## config.mk

```make
export PLATFORM = sky130hd
export DESIGN_NAME = query_string_parser_decoder
export DESIGN_NICKNAME = d
export VERILOG_FILES = /design/src/hw/rtl/qsp_pkg.sv /design/src/hw/rtl/query_string_parser_decoder.sv /design/src/hw/rtl/qsp_decode.sv
export VERILOG_INCLUDE_DIRS = /design/src /design/src/hw/rtl
export SDC_FILE = /design/constraint.sdc
export NUM_CORES = 1
export LEC_CHECK = 0
export BUFFER_PORTS_ARGS = -buffer_cell sky130_fd_sc_hd__buf_4
export CORE_AREA = 2 2 103 105
export CTS_BUF_LIST = sky130_fd_sc_hd__clkbuf_2
export CTS_CLUSTER_DIAMETER = 50
export DETAILED_ROUTE_END_ITERATION = 7
export DIE_AREA = 0 0 105 107
export GPL_TIMING_DRIVEN = 0
export PLACE_DENSITY = 0.78
export SYNTH_ARGS = -nofsm -noshare
export SYNTH_HDL_FRONTEND = slang
export SYNTH_SLANG_ARGS = --single-unit
export TNS_END_PERCENT = 20
```

## constraint.sdc

```tcl
create_clock -name clock -period 6.3 [get_ports clock]
set_input_delay 0.945 -clock clock [delete_from_list [all_inputs] [get_ports clock]]
set_output_delay 0.945 -clock clock [all_outputs]
set_load 0.1 [all_outputs]
```

## src/hw/rtl/assert_macros.svh

```systemverilog
// Assertion helpers for the RTL modules.
// Each macro expands to one labeled concurrent assertion that is
// clocked on the rising edge and is disabled while reset is high.
`ifndef ASSERT_MACROS_SVH
`define ASSERT_MACROS_SVH

// The property must hold at every clock edge outside reset.
`define ASSERT_ALWAYS(lbl, clk, rst, prop) \
   lbl: assert property (@(posedge clk) disable iff (rst) (prop)) \
      else $error("assertion failed: lbl");

// When the antecedent holds, the consequent must hold in the following cycle.
`define ASSERT_NEXT(lbl, clk, rst, ante, cons) \
   lbl: assert property (@(posedge clk) disable iff (rst) (ante) |=> (cons)) \
      else $error("assertion failed: lbl");

`endif

```

## src/hw/rtl/qsp_pkg.sv

```systemverilog
`timescale 1ns / 1ps

package qsp_pkg;

   // Special characters of the query string.
   localparam logic [7:0] CH_PERCENT = 8'h25;
   localparam logic [7:0] CH_PLUS    = 8'h2B;
   localparam logic [7:0] CH_AMP     = 8'h26;
   localparam logic [7:0] CH_EQ      = 8'h3D;
   localparam logic [7:0] CH_SPACE   = 8'h20;

   // Result kinds.
   localparam logic [1:0] KIND_KEY     = 2'd0;
   localparam logic [1:0] KIND_VAL     = 2'd1;
   localparam logic [1:0] KIND_END_KEY = 2'd2;
   localparam logic [1:0] KIND_END_VAL = 2'd3;

   // Escape progress codes.
   localparam logic [1:0] PEND_NONE    = 2'd0;
   localparam logic [1:0] PEND_PERCENT = 2'd1;
   localparam logic [1:0] PEND_DIGIT   = 2'd2;

   // One input byte causes at most this many result beats.
   localparam int MAX_RESULTS = 6;
   localparam int CNT_W       = $clog2(MAX_RESULTS + 1);

   typedef struct packed {
      logic [1:0] kind;
      logic [7:0] data;
      logic       qend;
   } entry_type;

   typedef struct packed {
      entry_type [MAX_RESULTS-1:0] entries;
      logic [CNT_W-1:0]            count;
   } list_type;

   typedef struct packed {
      logic       value_field;
      logic [1:0] pending_count;
      logic [7:0] pending_char;
   } state_type;

   // True for 0-9, A-F and a-f.
   function automatic logic is_hex(input logic [7:0] b);
      return ((b >= 8'h30) && (b <= 8'h39)) ||
             ((b >= 8'h41) && (b <= 8'h46)) ||
             ((b >= 8'h61) && (b <= 8'h66));
   endfunction

   // Nibble value of a hex digit; a non-hex byte gives zero.
   function automatic logic [3:0] hex_value(input logic [7:0] b);
      logic [7:0] v;
      v = 8'h00;
      if ((b >= 8'h30) && (b <= 8'h39)) begin
         v = b - 8'h30;
      end else if ((b >= 8'h41) && (b <= 8'h46)) begin
         v = b - 8'h37;
      end else if ((b >= 8'h61) && (b <= 8'h66)) begin
         v = b - 8'h57;
      end
      return v[3:0];
   endfunction

   // Append one result to a list; a full list drops it.
   function automatic list_type push(input list_type l, input logic [1:0] kind,
                                     input logic [7:0] data, input logic qend);
      list_type r;
      r = l;
      if (r.count < CNT_W'(MAX_RESULTS)) begin
         r.entries[r.count].kind = kind;
         r.entries[r.count].data = data;
         r.entries[r.count].qend = qend;
         r.count = r.count + CNT_W'(1);
      end
      return r;
   endfunction

endpackage

```

## src/hw/rtl/query_string_parser_decoder.sv

```systemverilog
`timescale 1ns / 1ps
// Query string splitter and percent decoder.
// The req_ channel takes one raw byte per beat, with req_final_byte set on
// the last byte of a string. The rsp_ channel gives one decoded result per
// beat: a key or value byte, an end-of-key or an end-of-value marker.
// rsp_run_last marks the last result caused by one input byte, and
// rsp_query_end marks the end-of-value marker that closes the string.
// An accepted byte is held in the input register, decoded straight from it
// and written into a result buffer of up to six entries once the buffer is
// free; its results are then shown on rsp_ from that buffer.
// The buffer drains one result per cycle while rsp_stall is low, and a byte
// that yields several results keeps the next input byte waiting in the input
// register until the last of them leaves. Bytes that only open or extend an
// escape yield no result.
// When the receiver stalls, the current result holds and the input stalls
// once the input register is full. Reset is synchronous and active high;
// it empties both registers and returns the parser to the key field with
// no escape open.
`include "assert_macros.svh"

module query_string_parser_decoder (
   input  logic       clock,
   input  logic       reset,
   input  logic       req_valid,
   output logic       req_stall,
   input  logic [7:0] req_in_byte,
   input  logic       req_final_byte,
   output logic       rsp_valid,
   input  logic       rsp_stall,
   output logic [1:0] rsp_kind,
   output logic [7:0] rsp_out_byte,
   output logic       rsp_run_last,
   output logic       rsp_query_end
);

   localparam int CntW = qsp_pkg::CNT_W;

   logic                in_vld_ff, in_vld_in;
   logic [7:0]          in_byte_ff, in_byte_in;
   logic                in_final_ff, in_final_in;
   qsp_pkg::state_type  state_ff, state_in, state_dec;
   qsp_pkg::list_type   list_ff, list_in, list_dec;
   logic [CntW-1:0]     idx_ff, idx_in;
   qsp_pkg::entry_type  cur_entry;
   logic                rsp_beat;
   logic                buf_free;
   logic                xfer;
   logic                req_beat;

   qsp_decode u_decode (
      .in_byte    (in_byte_ff),
      .final_byte (in_final_ff),
      .state_cur  (state_ff),
      .state_nxt  (state_dec),
      .results    (list_dec)
   );

   // Result buffer read side.
   assign rsp_valid = idx_ff < list_ff.count;
   assign rsp_beat  = rsp_valid && !rsp_stall;
   assign cur_entry = rsp_valid ? list_ff.entries[idx_ff] : '0;

   assign rsp_kind      = cur_entry.kind;
   assign rsp_out_byte  = cur_entry.data;
   assign rsp_query_end = cur_entry.qend;
   assign rsp_run_last  = rsp_valid && (idx_ff == (list_ff.count - CntW'(1)));

   // The buffer takes a new list once its last result leaves.
   assign buf_free  = !rsp_valid || (rsp_beat && rsp_run_last);
   assign xfer      = in_vld_ff && buf_free;
   assign req_stall = in_vld_ff && !buf_free;
   assign req_beat  = req_valid && !req_stall;

   always_comb begin
      in_vld_in   = in_vld_ff;
      in_byte_in  = in_byte_ff;
      in_final_in = in_final_ff;
      if (req_beat) begin
         in_vld_in   = 1'b1;
         in_byte_in  = req_in_byte;
         in_final_in = req_final_byte;
      end else if (xfer) begin
         in_vld_in = 1'b0;
      end
   end

   always_comb begin
      state_in = state_ff;
      list_in  = list_ff;
      idx_in   = idx_ff;
      if (xfer) begin
         state_in = state_dec;
         list_in  = list_dec;
         idx_in   = '0;
      end else if (rsp_beat) begin
         idx_in = idx_ff + CntW'(1);
      end
   end

   always_ff @(posedge clock) begin
      in_byte_ff      <= in_byte_in;
      in_final_ff     <= in_final_in;
      list_ff.entries <= list_in.entries;
      if (reset) begin
         in_vld_ff     <= 1'b0;
         state_ff      <= '0;
         list_ff.count <= '0;
         idx_ff        <= '0;
      end else begin
         in_vld_ff     <= in_vld_in;
         state_ff      <= state_in;
         list_ff.count <= list_in.count;
         idx_ff        <= idx_in;
      end
   end

   // The string end comes only as the last end-of-value result of its byte.
   `ASSERT_ALWAYS(a_qend_marker, clock, reset,
      !(rsp_valid && rsp_query_end) ||
      ((rsp_kind == qsp_pkg::KIND_END_VAL) && rsp_run_last))
   // Decoding a final byte leaves the parser in its reset state.
   `ASSERT_NEXT(a_final_clears, clock, reset, xfer && in_final_ff,
      (state_ff.value_field == 1'b0) &&
      (state_ff.pending_count == qsp_pkg::PEND_NONE))
   // The escape counter never reaches its unused code.
   `ASSERT_ALWAYS(a_pend_range, clock, reset, state_ff.pending_count != 2'd3)
   // The read index never runs past the stored results.
   `ASSERT_ALWAYS(a_idx_range, clock, reset, idx_ff <= list_ff.count)

endmodule

```

## src/hw/rtl/qsp_decode.sv

```systemverilog
`timescale 1ns / 1ps

module qsp_decode (
   input  logic [7:0]          in_byte,
   input  logic                final_byte,
   input  qsp_pkg::state_type  state_cur,
   output qsp_pkg::state_type  state_nxt,
   output qsp_pkg::list_type   results
);

   qsp_pkg::state_type st;
   qsp_pkg::list_type  l;
   logic               consumed;
   logic               hex_ok;
   logic [1:0]         data_kind;

   always_comb begin
      st        = state_cur;
      l         = '0;
      consumed  = 1'b0;
      hex_ok    = qsp_pkg::is_hex(in_byte);
      data_kind = state_cur.value_field ? qsp_pkg::KIND_VAL : qsp_pkg::KIND_KEY;

      // Continue an open escape, or emit it literally when it breaks.
      if (st.pending_count == qsp_pkg::PEND_PERCENT) begin
         if (hex_ok) begin
            st.pending_char  = in_byte;
            st.pending_count = qsp_pkg::PEND_DIGIT;
            consumed         = 1'b1;
         end else begin
            l = qsp_pkg::push(l, data_kind, qsp_pkg::CH_PERCENT, 1'b0);
            st.pending_count = qsp_pkg::PEND_NONE;
            st.pending_char  = 8'h00;
         end
      end else if (st.pending_count != qsp_pkg::PEND_NONE) begin
         if (hex_ok) begin
            l = qsp_pkg::push(l, data_kind,
                              {qsp_pkg::hex_value(st.pending_char),
                               qsp_pkg::hex_value(in_byte)}, 1'b0);
            consumed = 1'b1;
         end else begin
            l = qsp_pkg::push(l, data_kind, qsp_pkg::CH_PERCENT, 1'b0);
            l = qsp_pkg::push(l, data_kind, st.pending_char, 1'b0);
         end
         st.pending_count = qsp_pkg::PEND_NONE;
         st.pending_char  = 8'h00;
      end

      // Handle the byte as a fresh character.
      if (!consumed) begin
         if (in_byte == qsp_pkg::CH_PERCENT) begin
            st.pending_count = qsp_pkg::PEND_PERCENT;
            st.pending_char  = 8'h00;
         end else if (in_byte == qsp_pkg::CH_PLUS) begin
            l = qsp_pkg::push(l, data_kind, qsp_pkg::CH_SPACE, 1'b0);
         end else if (in_byte == qsp_pkg::CH_AMP) begin
            if (!st.value_field) begin
               l = qsp_pkg::push(l, qsp_pkg::KIND_END_KEY, 8'h00, 1'b0);
            end
            l = qsp_pkg::push(l, qsp_pkg::KIND_END_VAL, 8'h00, 1'b0);
            st.value_field = 1'b0;
         end else if ((in_byte == qsp_pkg::CH_EQ) && !st.value_field) begin
            l = qsp_pkg::push(l, qsp_pkg::KIND_END_KEY, 8'h00, 1'b0);
            st.value_field = 1'b1;
         end else begin
            l = qsp_pkg::push(l, data_kind, in_byte, 1'b0);
         end
      end

      // The final byte closes the open pair and returns to the reset state.
      if (final_byte) begin
         if (st.pending_count != qsp_pkg::PEND_NONE) begin
            l = qsp_pkg::push(l, st.value_field ? qsp_pkg::KIND_VAL : qsp_pkg::KIND_KEY,
                              qsp_pkg::CH_PERCENT, 1'b0);
         end
         if ((st.pending_count != qsp_pkg::PEND_NONE) &&
             (st.pending_count != qsp_pkg::PEND_PERCENT)) begin
            l = qsp_pkg::push(l, st.value_field ? qsp_pkg::KIND_VAL : qsp_pkg::KIND_KEY,
                              st.pending_char, 1'b0);
         end
         if (!st.value_field) begin
            l = qsp_pkg::push(l, qsp_pkg::KIND_END_KEY, 8'h00, 1'b0);
         end
         l  = qsp_pkg::push(l, qsp_pkg::KIND_END_VAL, 8'h00, 1'b1);
         st = '0;
      end
   end

   assign state_nxt = st;
   assign results   = l;

endmodule
```

== Yosys cells after proc, flatten, opt, wreduce, memory -nomap -nowiden ==
Cells that the tools add are included.
Word-level totals
  register bits: 93
  bits in latches: 0
  RAM bits: 0
  ROM bits: 0
  bits of input ports: 13
  memories kept: 0
Operators by class
  add/sub/neg operators: 15
  $mul: 0
  div/mod/pow operators: 0
  magnitude comparators: 35
  equal/unequal tests: 7
  shift operators: 0
  mux-type cells: 127
  bitwise logic cells: 0
  reduce and logical (&&, ||, !) cells: 33
Operators by type and width (number)
  69-bit 2-to-1 mux: 29
  66-bit bitwise mux: 26
  11-bit demux with 3-bit select: 21
  11-bit 2-to-1 mux: 11
  9-bit 2-to-1 mux: 7
  14-bit 2-to-1 mux: 4
  10-bit 2-to-1 mux: 4
  11-bit binary-select mux with 3-bit select: 1
  8-bit by 6-bit == test with 1-bit output (second input constant): 4
  8-bit by 7-bit greater-or-equal comparator with 1-bit output (second input constant): 4
  8-bit by 7-bit <= comparator with 1-bit output (second input constant): 4
  3-bit by 4-bit < comparator with 1-bit output (second input constant): 8
  3-bit by 1-bit adder with 3-bit output (second input constant): 8
  4-bit 2-to-1 mux: 6
  3-bit by 1-bit greater-or-equal comparator with 1-bit output (second input constant): 7
  1-bit logical AND: 21
  3-bit < comparator (second input constant): 7
  1-bit 2-to-1 mux: 18
  8-bit by 6-bit greater-or-equal comparator with 1-bit output (second input constant): 2
  8-bit by 6-bit <= comparator with 1-bit output (second input constant): 2
  4-bit by 3-bit subtractor with 4-bit output (second input constant): 4
  4-bit by 1-bit subtractor with 4-bit output (second input constant): 2
  2-bit nonzero test: 3
  1-bit zero test: 5
  7 further kinds: 9

== Longest topological paths before layout ==
  word-level depth: 82
  mapped depth: 33
  depth with buffers taken out: 28

== Cells and area by module ==
From an unflattened synthesis, not the netlist that was laid out.
Unflattened totals
  cell total of the unflattened synthesis: 645
  area, all modules: 6416.2 µm²
By module, submodules not included
  query_string_parser_decoder: times used 1, cells each 228, area an instance 3774.9 µm², seq. area each 2612.5 µm²
  qsp_decode: times used 1, cells each 417, area an instance 2641.3 µm², seq. area each 0.0 µm²

== Least setup slack after synthesis ==
Ideal clock, no wire load.
  kind: register to register
  from: register in_byte_ff[1]
  to: register list_ff[8] (netlist name), data pin
  arrival: 5861 ps
  required time: 6041 ps
  path slack: 181 ps
  cell stages (with the launch flop): 31
  clock period less this slack: 6119 ps
  cells stage by stage: edfxtp_1 > inv_1 > ha_1 > buf_2 > or3b_1 > nand4b_2 > o21ai_0 > clkbuf_1 > nand2_1 > o21ai_1 > xnor2_1 > ha_1 > nor3_1 > o22a_1 > a21oi_1 > ha_1 > or2_2 > buf_4 > or3_1 > a32o_1 > nor2_2 > inv_1 > ha_1 > nor2_1 > nand2_1 > nor4_1 > nor3_2 > a31oi_1 > o21a_1 > buf_2 > nor3_1
RTL lines
  from (decl): RTL line query_string_parser_decoder.sv:39  | logic [7:0] in_byte_ff, in_byte_in;
  from (signal assigned): RTL line query_string_parser_decoder.sv:101  | in_byte_ff <= in_byte_in;
  to (decl): RTL line query_string_parser_decoder.sv:42  | qsp_pkg::list_type list_ff, list_in, list_dec;

==> results.sh <==
export IMPL_slew_limit_headroom_pct=40.0
export IMPL_drtPass1Iterations=6
export IMPL_synth_warnings=0
export IMPL_drc_errors=0
export IMPL_ys_ff_latch=93
export IMPL_cp_max_fo=10
export IMPL_wl_mm=16.6
export IMPL_pwr_share_clk_pct=27.1
export IMPL_p_sw_share_pct=33.2
export IMPL_antenna_found_initial=0
export IMPL_seq_area_frac_synth_pct=45.1
export IMPL_grt_pass1_vias=4882
export IMPL_cts_sinks=93
export IMPL_cts_buffers=9
export IMPL_avgSynthCellArea_um2=9.79
export IMPL_met3_usage_pct=4.56
export IMPL_multi_input_area_um2=3120
export IMPL_holdCritPathClass="register to register"
export IMPL_slew_viol_final=0
export IMPL_coreArea_um2=10100
export IMPL_comb_power_share_pct=23.7
export IMPL_nets=680
export IMPL_dp_cells=763
export IMPL_fin_worst_skew_ns=0.0379
export IMPL_critPathKind="register to register"
export IMPL_n_antenna_cell=0
export IMPL_viasPerCell=6.53
export IMPL_grtUsageMet2_pct=47.6
export IMPL_wl_per_cell_um=21.0
export IMPL_worst_ep_required_time_ns=6.65
export IMPL_initial_utilization_pct=57.4
export IMPL_slowest_delay_ns=0.50
export IMPL_utilization_pct=65.7
export IMPL_clock_latency_ns=0.57
export IMPL_p_sw_mw=0.494
export IMPL_cts_tree="yes"
export IMPL_final_cells=791
export IMPL_seq_power_share_pct=49.2
export IMPL_cts_max_path_buffers=2
export IMPL_path_clk_slew_ns=0.30
export IMPL_powerDensity_nw_per_um2=225
export IMPL_power_internal_mw=0.995
export IMPL_p_leak_nw=2.35
export IMPL_synth_area_um2=5790
export IMPL_die_w_um=105
export IMPL_fin_crit_ns=6.12
export IMPL_drt_iter0_drc=569
export IMPL_drv_cap=0
export IMPL_critPathMostFrequentCell="ha_1"
export IMPL_postSynthCellCount=591
export IMPL_fillers=852
export IMPL_p_total_mw=1.49
export IMPL_fp_dieH_um=107
export IMPL_critPathSlowestCell="edfxtp_1"
export IMPL_grt_use_met1_pct=44.4
export IMPL_synth_ff_type="edfxtp_1"
export IMPL_max_freq_mhz=163
export IMPL_grt_pass1_wl_mm=26.7
export IMPL_placement_rows=37
export IMPL_finalCritPeriodShare_pct=97.2
export IMPL_synthArstFlopShare_pct=0
export IMPL_grt_use_total_pct=30.6
export IMPL_htree_levels=3
export IMPL_layout_area_seq_um2=2610
export IMPL_io_buffer_count=26
export IMPL_busiest_layer="met2"
export IMPL_critPathBufInv=5
export IMPL_cp_start_kind="register"
export IMPL_die_area_um2=11200
export IMPL_end_kind="register"
export IMPL_grt_max_degree=43
export IMPL_ys_types=75
export IMPL_peakVddDrop_uv=125
export IMPL_drive_gt1_share_pct=19.4
export IMPL_grt_overflow_total=0
export IMPL_place_detailed_hpwl_mm=12.1
export IMPL_syn2layout_area_growth_pct=14.6
export IMPL_final_hold_viol_count=0
export IMPL_num_vias=5164
export IMPL_status="complete, no violations"
export IMPL_worst_pin_slew_ns=0.897
export IMPL_ant_nets=0
export IMPL_clockRootBuffer="clkbuf_2"
export IMPL_io_pins=27
export IMPL_place_congestion=0.941
export IMPL_synth_edff_count=75
export IMPL_finalSetupViolations=0
export IMPL_path_delay_family="simple AND/OR/NAND/NOR gates"
export IMPL_arrival_ns=6.47
## layer usage
metal	routed length [um]	part of all wire, %	vias up
met1	6920	42	2461
met3	1710	10	46
met4	389	2.3	0
met2	7580	46	315
met5	0	0	-
li1	-	-	2342
## state kept, by name (all words and copies together) (netlist names)
signal / cells
idx_ff: 3
in_byte_ff: 8
in_final_ff: 1
in_vld_ff: 1
list_ff: 69
state_ff: 11
## what timing repair did
action / 4_1_cts / 5_1_grt
gates resized for setup: 19 / 25
endpoints found under the setup margin: 59 / 52
hold buffers: 0 / 0
buffers inserted: 7 / 6
pin swaps: 5 / 6
## synth_stat cells (all sizes together) (3+ instances only)
master	number	area share, %
a211oi	6	1.1
a21o	6	0.78
a21oi	44	3.8
a22o	7	1.1
a22oi	23	3.0
a31oi	15	1.6
a32oi	5	0.76
and2	9	0.97
and3	11	1.2
buf	9	0.82
clkbuf	27	1.8
dfxtp	18	6.2
edfxtp	75	39
ha	17	3.7
inv	20	1.3
mux2	10	1.9
mux4	11	4.3
nand2	36	2.3
nand2b	6	0.65
nand3	13	1.2
nand4	3	0.32
nor2	85	5.6
nor2b	5	0.54
nor3	18	1.8
nor4	4	0.43
o211ai	4	0.52
o21a	6	0.78
o21ai	28	2.4
o21bai	3	0.39
o22a	4	0.61
o22ai	5	0.54
or2	6	0.65
or3	4	0.43
xnor2	11	1.7
## worst register-to-register path, delay by kind of cell (launching register included)
kind | cells | cell delay [ns]
AOI/OAI and AO/OA | 8 | 1.32
xor gates and xnor gates | 1 | 0.15
adders and majority gates | 4 | 1.10
buffers and inverters | 5 | 0.79
DFF | 1 | 0.50
and+or+nand+nor | 11 | 2.07
## final cells by class
cell class | instances | share of cell area (%)
Inverter | 21 | 1.23
Clock buffer | 9 | 0.679
Clock inverter | 7 | 1.94
Timing Repair Buffer | 40 | 4.72
Sequential cell | 93 | 39.4
Multi-Input combinational cell | 450 | 47.0
Buffer | 35 | 2.53
Tap cell | 136 | 2.57
## power by group through the flow
| stage | clock (mW) | combinational [mW] | sequential [mW] |
|---|---|---|---|
| floorplan | 0 | 0.260 | 0.741 |
| global placement | 0 | 0.330 | 0.748 |
| detailed placement | 0 | 0.340 | 0.748 |
| CTS | 0.406 | 0.347 | 0.733 |
| global route | 0.426 | 0.374 | 0.737 |
| finish | 0.403 | 0.353 | 0.733 |
## worst paths after layout
check                              startpoint          to  slack, ns  cells after the start
worst max-delay path            in_byte_ff[0]  list_ff[4]       0.18                     29
worst min-delay path               list_ff[1]  list_ff[1]       0.49                      2
worst max register to register  in_byte_ff[0]  list_ff[4]       0.18                     29
worst min register to register     list_ff[1]  list_ff[1]       0.49                      2
## cell families (layout without fill, tap and decap cells)
logic type	count (synthesis)	count (layout)	share of synthesized area [%]
AOI/OAI and AO/OA	175	175	20.4
xor gates and xnor gates	12	12	1.82
adders and majority gates	17	17	3.67
buffers and inverters	57	112	3.93
DFF	93	93	45.1
muxes	23	23	6.57
other	1	10	0.0648
and+or+nand+nor	213	213	18.4
## metrics by stage
stage	TNS (ns)	hold slack, ns	setup WS (ns)	area, um2
3_5_place_dp	-52.20	0.460	-1.16	6210
5_1_grt	-0.00779	0.481	-0.00452	6630
4_1_cts	0	0.489	0.00735	6500
3_3_place_gp	-52.20	0.448	-1.18	6190
2_1_floorplan	0	0.432	0.181	5820
6_report	0	0.490	0.176	6630
## cell usage in the layout (no fill, tap or decap), types with 10 or more instances in the layout
master and count:
nor2_1 81, edfxtp_1 75, a21oi_1 44, buf_4 41, nand2_1 34, clkbuf_1 25, a22oi_1 23, o21ai_0 22
dfxtp_1 18, inv_1 16, nor3_1 15, ha_1 15, a31oi_1 14, xnor2_1 11, and3_1 11, nand3_1 11
mux4_2 11, mux2_2 10, conb_1 10
Power figures use the tool's default switching activity.
